**src/design/fscc_pkg.sv**
```systemverilog
// Shared types and constants for the flash save command controller.
// Used by the controller, the datapath and the top level; depends on nothing.
package fscc_pkg;

  // Address and store geometry. All sizes are powers of two.
  localparam int ADDR_W      = 16;
  localparam int DATA_W      = 8;
  localparam int ID_W        = 16;
  localparam int SRAM_AW     = 15;              // 32 KiB battery-backed SRAM
  localparam int BANK_AW     = 16;              // 64 KiB per flash bank
  localparam int SECTOR_AW   = 12;              // 4 KiB erase sector
  localparam int STORE_AW    = BANK_AW + 1;     // two banks
  localparam int STORE_BYTES = 1 << STORE_AW;

  // Configuration register indexes.
  localparam int CFG_IDX_W = 2;
  localparam logic [CFG_IDX_W-1:0] CFG_SAVE_KIND = 2'd0;
  localparam logic [CFG_IDX_W-1:0] CFG_BIG_FLASH = 2'd1;
  localparam logic [CFG_IDX_W-1:0] CFG_DEVICE_ID = 2'd2;

  // Save kinds.
  localparam logic [1:0] KIND_NONE  = 2'd0;
  localparam logic [1:0] KIND_SRAM  = 2'd1;
  localparam logic [1:0] KIND_FLASH = 2'd2;

  // Flash modes.
  localparam logic [2:0] MODE_IDLE  = 3'd0;
  localparam logic [2:0] MODE_ID    = 3'd1;
  localparam logic [2:0] MODE_ERASE = 3'd2;
  localparam logic [2:0] MODE_PROG  = 3'd3;
  localparam logic [2:0] MODE_BANK  = 3'd4;

  // Unlock sequence steps.
  localparam logic [1:0] STEP_LOCKED   = 2'd0;
  localparam logic [1:0] STEP_FIRST    = 2'd1;
  localparam logic [1:0] STEP_UNLOCKED = 2'd2;

  // Command protocol addresses and bytes.
  localparam logic [ADDR_W-1:0] CMD_ADDR     = 16'h5555;
  localparam logic [ADDR_W-1:0] UNLOCK2_ADDR = 16'h2AAA;
  localparam logic [DATA_W-1:0] UNLOCK1_BYTE = 8'hAA;
  localparam logic [DATA_W-1:0] UNLOCK2_BYTE = 8'h55;
  localparam logic [DATA_W-1:0] CMD_CHIP_ERASE   = 8'h10;
  localparam logic [DATA_W-1:0] CMD_SECTOR_ERASE = 8'h30;
  localparam logic [DATA_W-1:0] CMD_ID_ENTER     = 8'h90;
  localparam logic [DATA_W-1:0] CMD_RESET        = 8'hF0;
  localparam logic [DATA_W-1:0] CMD_ERASE        = 8'h80;
  localparam logic [DATA_W-1:0] CMD_PROGRAM      = 8'hA0;
  localparam logic [DATA_W-1:0] CMD_BANK_SELECT  = 8'hB0;

  localparam logic [DATA_W-1:0] ERASED_BYTE = 8'hFF;

  // Commands from the controller to the datapath.
  typedef struct packed {
    logic load_item;  // capture the accepted item
    logic exec;       // run the item against the store and protocol state
    logic sweep;      // write one erased byte and advance the sweep address
    logic respond;    // load the result register
  } fscc_cmd_t;

  // Status from the datapath to the controller.
  typedef struct packed {
    logic erase_req;   // the held item starts an erase
    logic sweep_last;  // the sweep address is at the last byte
    logic out_free;    // the result register can take a new item
  } fscc_status_t;

endpackage

```
**src/design/fscc_ctrl.sv**
```systemverilog
// Sequencer for the flash save command controller.
// Depends on fscc_pkg for the command and status types.
module fscc_ctrl
  import fscc_pkg::*;
(
  input  logic         clk_i,
  input  logic         rst_ni,
  input  logic         in_valid_i,
  output logic         in_ready_o,
  input  fscc_status_t status_i,
  output fscc_cmd_t    cmd_o
);

  localparam logic [2:0] ST_CLEAR = 3'd0;
  localparam logic [2:0] ST_IDLE  = 3'd1;
  localparam logic [2:0] ST_EXEC  = 3'd2;
  localparam logic [2:0] ST_SWEEP = 3'd3;
  localparam logic [2:0] ST_RESP  = 3'd4;

  logic [2:0] state_q, state_d;
  logic       accept;

  assign in_ready_o = (state_q == ST_IDLE);
  assign accept     = in_valid_i && in_ready_o;

  // Next state and commands.
  always_comb begin
    state_d = state_q;
    cmd_o   = '0;
    unique case (state_q)
      ST_CLEAR: begin
        cmd_o.sweep = 1'b1;
        if (status_i.sweep_last) begin
          state_d = ST_IDLE;
        end
      end
      ST_IDLE: begin
        if (accept) begin
          cmd_o.load_item = 1'b1;
          state_d         = ST_EXEC;
        end
      end
      ST_EXEC: begin
        cmd_o.exec = 1'b1;
        state_d    = status_i.erase_req ? ST_SWEEP : ST_RESP;
      end
      ST_SWEEP: begin
        cmd_o.sweep = 1'b1;
        if (status_i.sweep_last) begin
          state_d = ST_RESP;
        end
      end
      ST_RESP: begin
        if (status_i.out_free) begin
          cmd_o.respond = 1'b1;
          state_d       = ST_IDLE;
        end
      end
      default: begin
        state_d = ST_IDLE;
      end
    endcase
  end

  // State register; reset starts the clearing pass over the store.
  always_ff @(posedge clk_i or negedge rst_ni) begin
    if (!rst_ni) begin
      state_q <= ST_CLEAR;
    end else begin
      state_q <= state_d;
    end
  end

  // An accepted item is always executed in the following cycle.
  assert property (@(posedge clk_i) disable iff (!rst_ni)
    accept |=> (state_q == ST_EXEC))
    else $error("accepted item not executed");

  // The result register is never overwritten while it still holds an item.
  assert property (@(posedge clk_i) disable iff (!rst_ni)
    cmd_o.respond |-> status_i.out_free)
    else $error("result loaded into a full register");

  // An erase sweep always ends with a result.
  assert property (@(posedge clk_i) disable iff (!rst_ni)
    (state_q == ST_SWEEP && status_i.sweep_last) |=> (state_q == ST_RESP))
    else $error("erase sweep did not end in a result");

endmodule

```
**config.mk**
```make
export PLATFORM = sky130hd
export DESIGN_NAME = fscc_ctrl
export DESIGN_NICKNAME = d
export VERILOG_FILES = /design/src/design/fscc_pkg.sv /design/src/design/fscc_ctrl.sv
export SDC_FILE = /design/constraint.sdc
export NUM_CORES = 1
export LEC_CHECK = 0
export BUFFER_PORTS_ARGS = -buffer_cell sky130_fd_sc_hd__buf_2
export CAP_MARGIN = 20
export CORE_AREA = 5 5 42 44
export CTS_CLUSTER_SIZE = 25
export DETAILED_ROUTE_END_ITERATION = 12
export DIE_AREA = 0 0 47 49
export GPL_ROUTABILITY_DRIVEN = 1
export HOLD_SLACK_MARGIN = 0.12
export MAX_ROUTING_LAYER = met4
export PLACE_DENSITY_LB_ADDON = 0.25
export SYNTH_ARGS = -nofsm -noshare
export SYNTH_HDL_FRONTEND = slang
export SYNTH_SLANG_ARGS = --single-unit
export TNS_END_PERCENT = 5
```
**constraint.sdc**
```tcl
create_clock -name clk_i -period 3.1 [get_ports clk_i]
set_input_delay 0.465 -clock clk_i [delete_from_list [all_inputs] [get_ports clk_i]]
set_output_delay 0.465 -clock clk_i [all_outputs]
set_load 0.05 [all_outputs]
```
# [After elaboration in Yosys (flattened, before gate mapping)]
# Cells that the tools add are included.
[word_totals] reg_bits=3 latch_bits=0 mem_bits_rw=0 romBits=0 inputBits=6 out_inout_bits=5 elab_cells=25 n_memories=0
[op_classes] n_addsub=0 multipliers=0 div=0 order_cmp=0 n_eq_ne=8 shifts=0 mux=12 n_bitwise=0 n_reduce_logical=4
[ops] op="3-bit 2-to-1 mux" count=5
[ops] op="3-bit one-hot mux with 5 select lines" count=1
[ops] op="3-bit by 2-bit equality test with 1-bit output (second input constant)" count=2
[ops] op="1-bit 2-to-1 mux" count=6
[ops] op="2-bit inequality test (second input constant)" count=3
[ops] op="4-bit AND reduction" count=1
[ops] op="3-bit by 1-bit equality test with 1-bit output (second input constant)" count=1
[ops] op="3-bit equality test (second input constant)" count=1
[ops] op="3-bit zero test" count=1
[ops] op="2-bit by 1-bit inequality test with 1-bit output (second input constant)" count=1
[ops] op="2-bit OR reduction" count=1
[ops] op="1-bit logical AND" count=1

# [Longest topological paths before layout]
# Gate-level depths: netlist of run 1.
[depth] depth_word=4 mapped_depth=4 depth_no_buf=3

# [Worst setup path after synthesis of run 1]
# Ideal clock, no wire load.
[synth_timing] kind="reg-to-output" start="register state_q[1]" end="output port cmd_o[3] in the netlist's numbering" t_arrival_ps=2221 required_time_ps=2635 setup_slack_ps=414 stages_incl_launch_ff=4 n_path_buf=1 path_cell_list="dfrtp_1 > buf_6 > nor3_1 > and2_1"
[synth_rtl] item="start: declaration" line="fscc_ctrl.sv:20" rtl="logic [2:0] state_q, state_d;"
[synth_rtl] item="start signal: assignment" line="fscc_ctrl.sv:70" rtl="state_q <= state_d;"
[synth_rtl] item="end: declaration" line="fscc_ctrl.sv:11" rtl="output fscc_cmd_t cmd_o"

==> metrics.txt, run 1 <==
status completed; synthesized cell area 260 um^2; row count 14; Setup CP Type flop to primary output; Post-DP HPWL 437 um; CTS tree done; Max FO, Critical Path 9; post-synthesis adder-cell area fraction 0%; Worst-Margin Slew 0.370 ns; vias per cell 4.04; largest net degree at the start of global routing 12; crit-path max cell delay 0.54 ns; clk_lat worst skew 0.23 ns; Synth Area in Simple Gates 31.7%; ANT cells 0; WL/cell 10.2 um; Post-CTS Resized 0; r2r setup slk 1.85 ns; syn nets 32; commonest non-fill, non-tap cell in the layout buf_2; CTS Sinks 3; Worst Clk Skew 0.00237 ns; synthesis-to-layout area growth 32.2%; Compound-Gate Fraction of Synth Area 16.8%; starting density of the core 18.6%; vias in the first global route 217; Seq cells post-synth 3; share of post-route cells with drive strength above 1 43.6%; IO Count 11; CORE AREA 1400 um^2; total CTS buffers 3; Worst setup EP type primary output; max reg flops 3; RSZ-0062 raised after global routing no; Seq/Total Area, Yosys 28.8%; Worst slew margin 75.3%; CTS max path bufs 2; die width 47 um; Port-buffer cells 10; total track usage 6.52%; largest family of logic cells by synthesized area simple AND/OR/NAND/NOR gates; commonest cells after routing, fill and taps aside 10 x buf_2, 3 x clkbuf_4, 3 x dfrtp_1; Worst Hold Class primary input to asynchronous set/reset pin; gpl congestion 0.677; Final Setup Violations 0; Setup TNS 0 ns; largest registers state_q x3; crit share post-route 63.0%; WP data required 2.63 ns; slowest CP cell dfrtp_1; Synth Area per Inst 10.0 um^2; post-layout util 24.6%; Top reg by flops state_q; die area 2300 um^2; DR DRC count 0; Synth Area in XOR/XNOR 3.37%; Post-Synthesis Cells 26; Routed Antenna Nets 0; yosys warns 0; initial antenna violation count 0; area leader, netlist dfrtp_1; die height 49 um; Slew Limit Fails 0; fill cell count 169; clock-pin slew on the worst setup and hold paths 0.04 ns; Iter 0 DRT Violations 0; CP cell instances inv_1 > nor3_1 > and2_1 > buf_2; clk root buf clkbuf_4; postcts setup bufs 0; final WL 560 um; CP Launch Point state_q[0]; worst r2r src state_q[1]; CP startpoint kind flop; minimum clock period 1.95 ns; drt pass-1 iters 1; Worst Path Arrival 1.49 ns; Final #Nets 46; final hold vios 0; htree depth 1; Highest Clock Rate 512 MHz; first-pass GRT wire length 1.03 mm; global route overflow 0; post-synth cell types 19; max-cap violation count 0; Vias 222; area share of the largest cell type after synthesis 28.8%; ranking of synthesized cells by area dfrtp_1 29%, nor4b_4 9.1%, buf_6 8.7%; multiplexer share of the synthesized area 7.69%
## cells by family after synthesis
| group | count (synthesis) |
|---|---|
| xor+xnor | 1 |
| buf+inv | 4 |
| compound gates | 6 |
| flops | 3 |
| mux | 2 |
| simple gates | 10 |
## path summary, 6_finish.rpt
| check | end | depth (start not counted) |
|---|---|---|
| hold reg to reg | state_q[1] | 1 |
| hold / removal | state_q[1] | 2 |
| min in group clk_i | state_q[1] | 3 |
| max in group asynchronous | state_q[0] | 2 |
| setup / recovery | cmd_o[3] | 4 |
| setup reg to reg | state_q[0] | 3 |
## stage by stage
stage          setup slack, ns  instances  instance area (um^2)  hold WS, ns
2_1_floorplan            0.414         26                   260        0.169
3_3_place_gp              1.36         50                   308        0.264
3_5_place_dp              1.37         50                   308        0.262
4_1_cts                   1.12         55                   344        0.557
5_1_grt                  0.910         55                   344        0.558
6_report                  1.15         55                   344        0.554
## layout make-up
| cell class | instances | area, um^2 | share of cell area [%] |
|---|---|---|---|
| clock buffers | 4 | 26.3 | 7.64 |
| inverters | 2 | 7.51 | 2.18 |
| multi-input cells | 19 | 155 | 45.1 |
| flip-flops and latches | 3 | 75.1 | 21.8 |
| well taps | 16 | 20.0 | 5.82 |
| repair buffers | 11 | 60.1 | 17.5 |
## synthesized netlist by cell type
library cell and instances:
nor4b_1 1, o21ai_0 1, inv_1 2, dfrtp_1 3, nor4b_4 1, nor2_1 2
nor3_1 1, a211oi_1 1, buf_6 2, a21oi_1 2, and2_1 1, nand2_1 1
mux2i_1 2, and3_2 1, or2b_1 1, xor2_1 1, and4bb_1 1, a31o_2 1
a211oi_2 1
## worst max-delay path, delay by kind of cell (launching register included)
kind	cells	cell delay [ns]
flops	1	0.54
simple gates	2	0.33
buf+inv	2	0.39
## what timing repair did
action	CTS	global route
endpoints found under the hold margin	3	0
hold buffers	1	0
setup endpoints to repair	0	0
## metal layers
metal / GRT usage (%) / vias to the layer above / part of all wire (%)
met5: - / - / 0
met4: 4.15 / 0 / 0
met3: 3.32 / 0 / 6.1
met2: 7.69 / 5 / 47
met1: 8.43 / 97 / 46
li1: - / 120 / -
Power of run 1 is left out: the tool's default activity adds up to more than one toggle a clock period on the data nets, which glitch-free logic cannot reach.
==> run 2, diff against run 1 <==
==> constraint.sdc (replaced) <==
create_clock -name clk_i -period 2 [get_ports clk_i]
set_input_delay 0.3 -clock clk_i [delete_from_list [all_inputs] [get_ports clk_i]]
set_output_delay 0.3 -clock clk_i [all_outputs]
set_load 0.05 [all_outputs]
==> metrics.txt, run 2 (same netlist as run 1, synthesis figures left out) <==
status completed; minimum clock period 1.74 ns; postcts setup bufs 0; Final Setup Violations 0; Worst Clk Skew 0.00114 ns; Highest Clock Rate 576 MHz; pre-CTS WS 0.496 ns; Post-CTS Resized 0; clk root buf clkbuf_4; final hold vios 0; initial antenna violation count 0; CP startpoint kind flop; CP top delay family flip-flops; Setup CP Type flop to primary output; max reg flops 3; Worst Path Arrival 1.44 ns; row count 14; largest registers state_q x3; CP Launch Point state_q[0]; CORE AREA 1400 um^2; DR DRC count 0; Port-buffer cells 10; vias per cell 4.36; total CTS buffers 3; Worst setup EP type primary output; die width 47 um; reg2reg end state_q[0]; share of post-route cells with drive strength above 1 48.7%; CP cell instances inv_1 > nor3_2 > and2_1 > buf_2; ANT cells 0; starting density of the core 18.6%; max-cap violation count 0; WP depth 4; final WL 586 um; fill cell count 172; crit-path max cell delay 0.53 ns; CTS Sinks 3; worst r2r src state_q[1]; WP data required 1.70 ns; drt pass-1 iters 1; CTS max path bufs 2; Routed Antenna Nets 0; area of the multi-input gates 166 um^2; r2r setup slk 0.73 ns; vias in the first global route 222; depth of the most critical reg-to-reg path 3; Post-DP HPWL 467 um; commonest non-fill, non-tap cell in the layout buf_2; Worst slew margin 72.0%; global route overflow 0; clock-pin slew on the worst setup and hold paths 0.04 ns; synthesis-to-layout area growth 36.5%; Sequential Area 75.1 um^2; Slew Limit Fails 0; first-pass GRT wire length 972 um; largest net degree at the start of global routing 12; CTS tree done; total track usage 6.01%; CP bufs+invs 2; IO Count 11; crit share post-route 86.8%; Top reg by flops state_q; Final #Nets 46; gpl congestion 0.691; slowest CP cell dfrtp_1; Max FO, Critical Path 9; WL/cell 10.7 um; htree depth 1; clk_lat worst skew 0.23 ns; RSZ-0062 raised after global routing no; commonest cells after routing, fill and taps aside 10 x buf_2, 3 x clkbuf_4, 3 x dfrtp_1; Worst Hold Class primary input to asynchronous set/reset pin; Vias 240; die area 2300 um^2; post-route worst setup slack 0.263 ns; Worst-Margin Slew 0.419 ns; Critical Path End cmd_o[3]; die height 49 um; Iter 0 DRT Violations 0
-- run 2: cell counts in the layout (fill, tap and decap cells not counted) --
No cell type changed its count.
-- run 2: stage by stage --
step | area (um^2) | hold slack, ns | util [%] | setup TNS (ns) | instances
final | 355 | 0.395 | 25.4 | 0 | 55
after global routing | 355 | 0.414 | 25.4 | 0 | 55
after CTS | 355 | 0.385 | 25.4 | 0 | 55
after detailed placement | 319 | 0.101 | 22.8 | 0 | 50
after global placement | 319 | 0.0992 | 22.8 | 0 | 50
after floorplan | 272 | 0.00441 | - | -0.0522 | 26
-- run 2: how the worst min path moves through the flow --
stage            from    endpoint  slack, ns  cells past startpoint
2_1_floorplan  rst_ni  state_q[0]      0.004                      0
3_3_place_gp   rst_ni  state_q[2]        0.1                      1
3_5_place_dp   rst_ni  state_q[2]       0.10                      1
4_1_cts        rst_ni  state_q[1]       0.38                      2
5_1_grt        rst_ni  state_q[0]       0.41                      2
6_report       rst_ni  state_q[1]       0.39                      2
-- run 2: worst reg2reg max path: stages, from the launching register on --
cell and delay, ns:
dfrtp_1 0.52, and4bb_1 0.29, a211oi_2 0.18, mux2i_1 0.20
-- run 2: repair_timing --
item	4_1_cts	5_1_grt
endpoints found under the hold margin	3	0
hold buffers	1	0
endpoints found under the setup margin	0	0
-- run 2: layout make-up --
type                    count  area share, %
multi-input cells          19           46.8
repair buffers             11           16.9
clock buffers               4           7.39
inverters                   2           2.11
well taps                  16           5.63
flip-flops and latches      3           21.1
-- run 2: metal layers --
layer | GRT usage, % | vias to the layer above | share of wire [%]
met5 | - | - | 0
met1 | 7.96 | 115 | 46
met2 | 7.92 | 5 | 47
met3 | 1.11 | 0 | 6.7
met4 | 4.15 | 0 | 0
li1 | - | 120 | -
Power of run 2 is left out for the same reason.
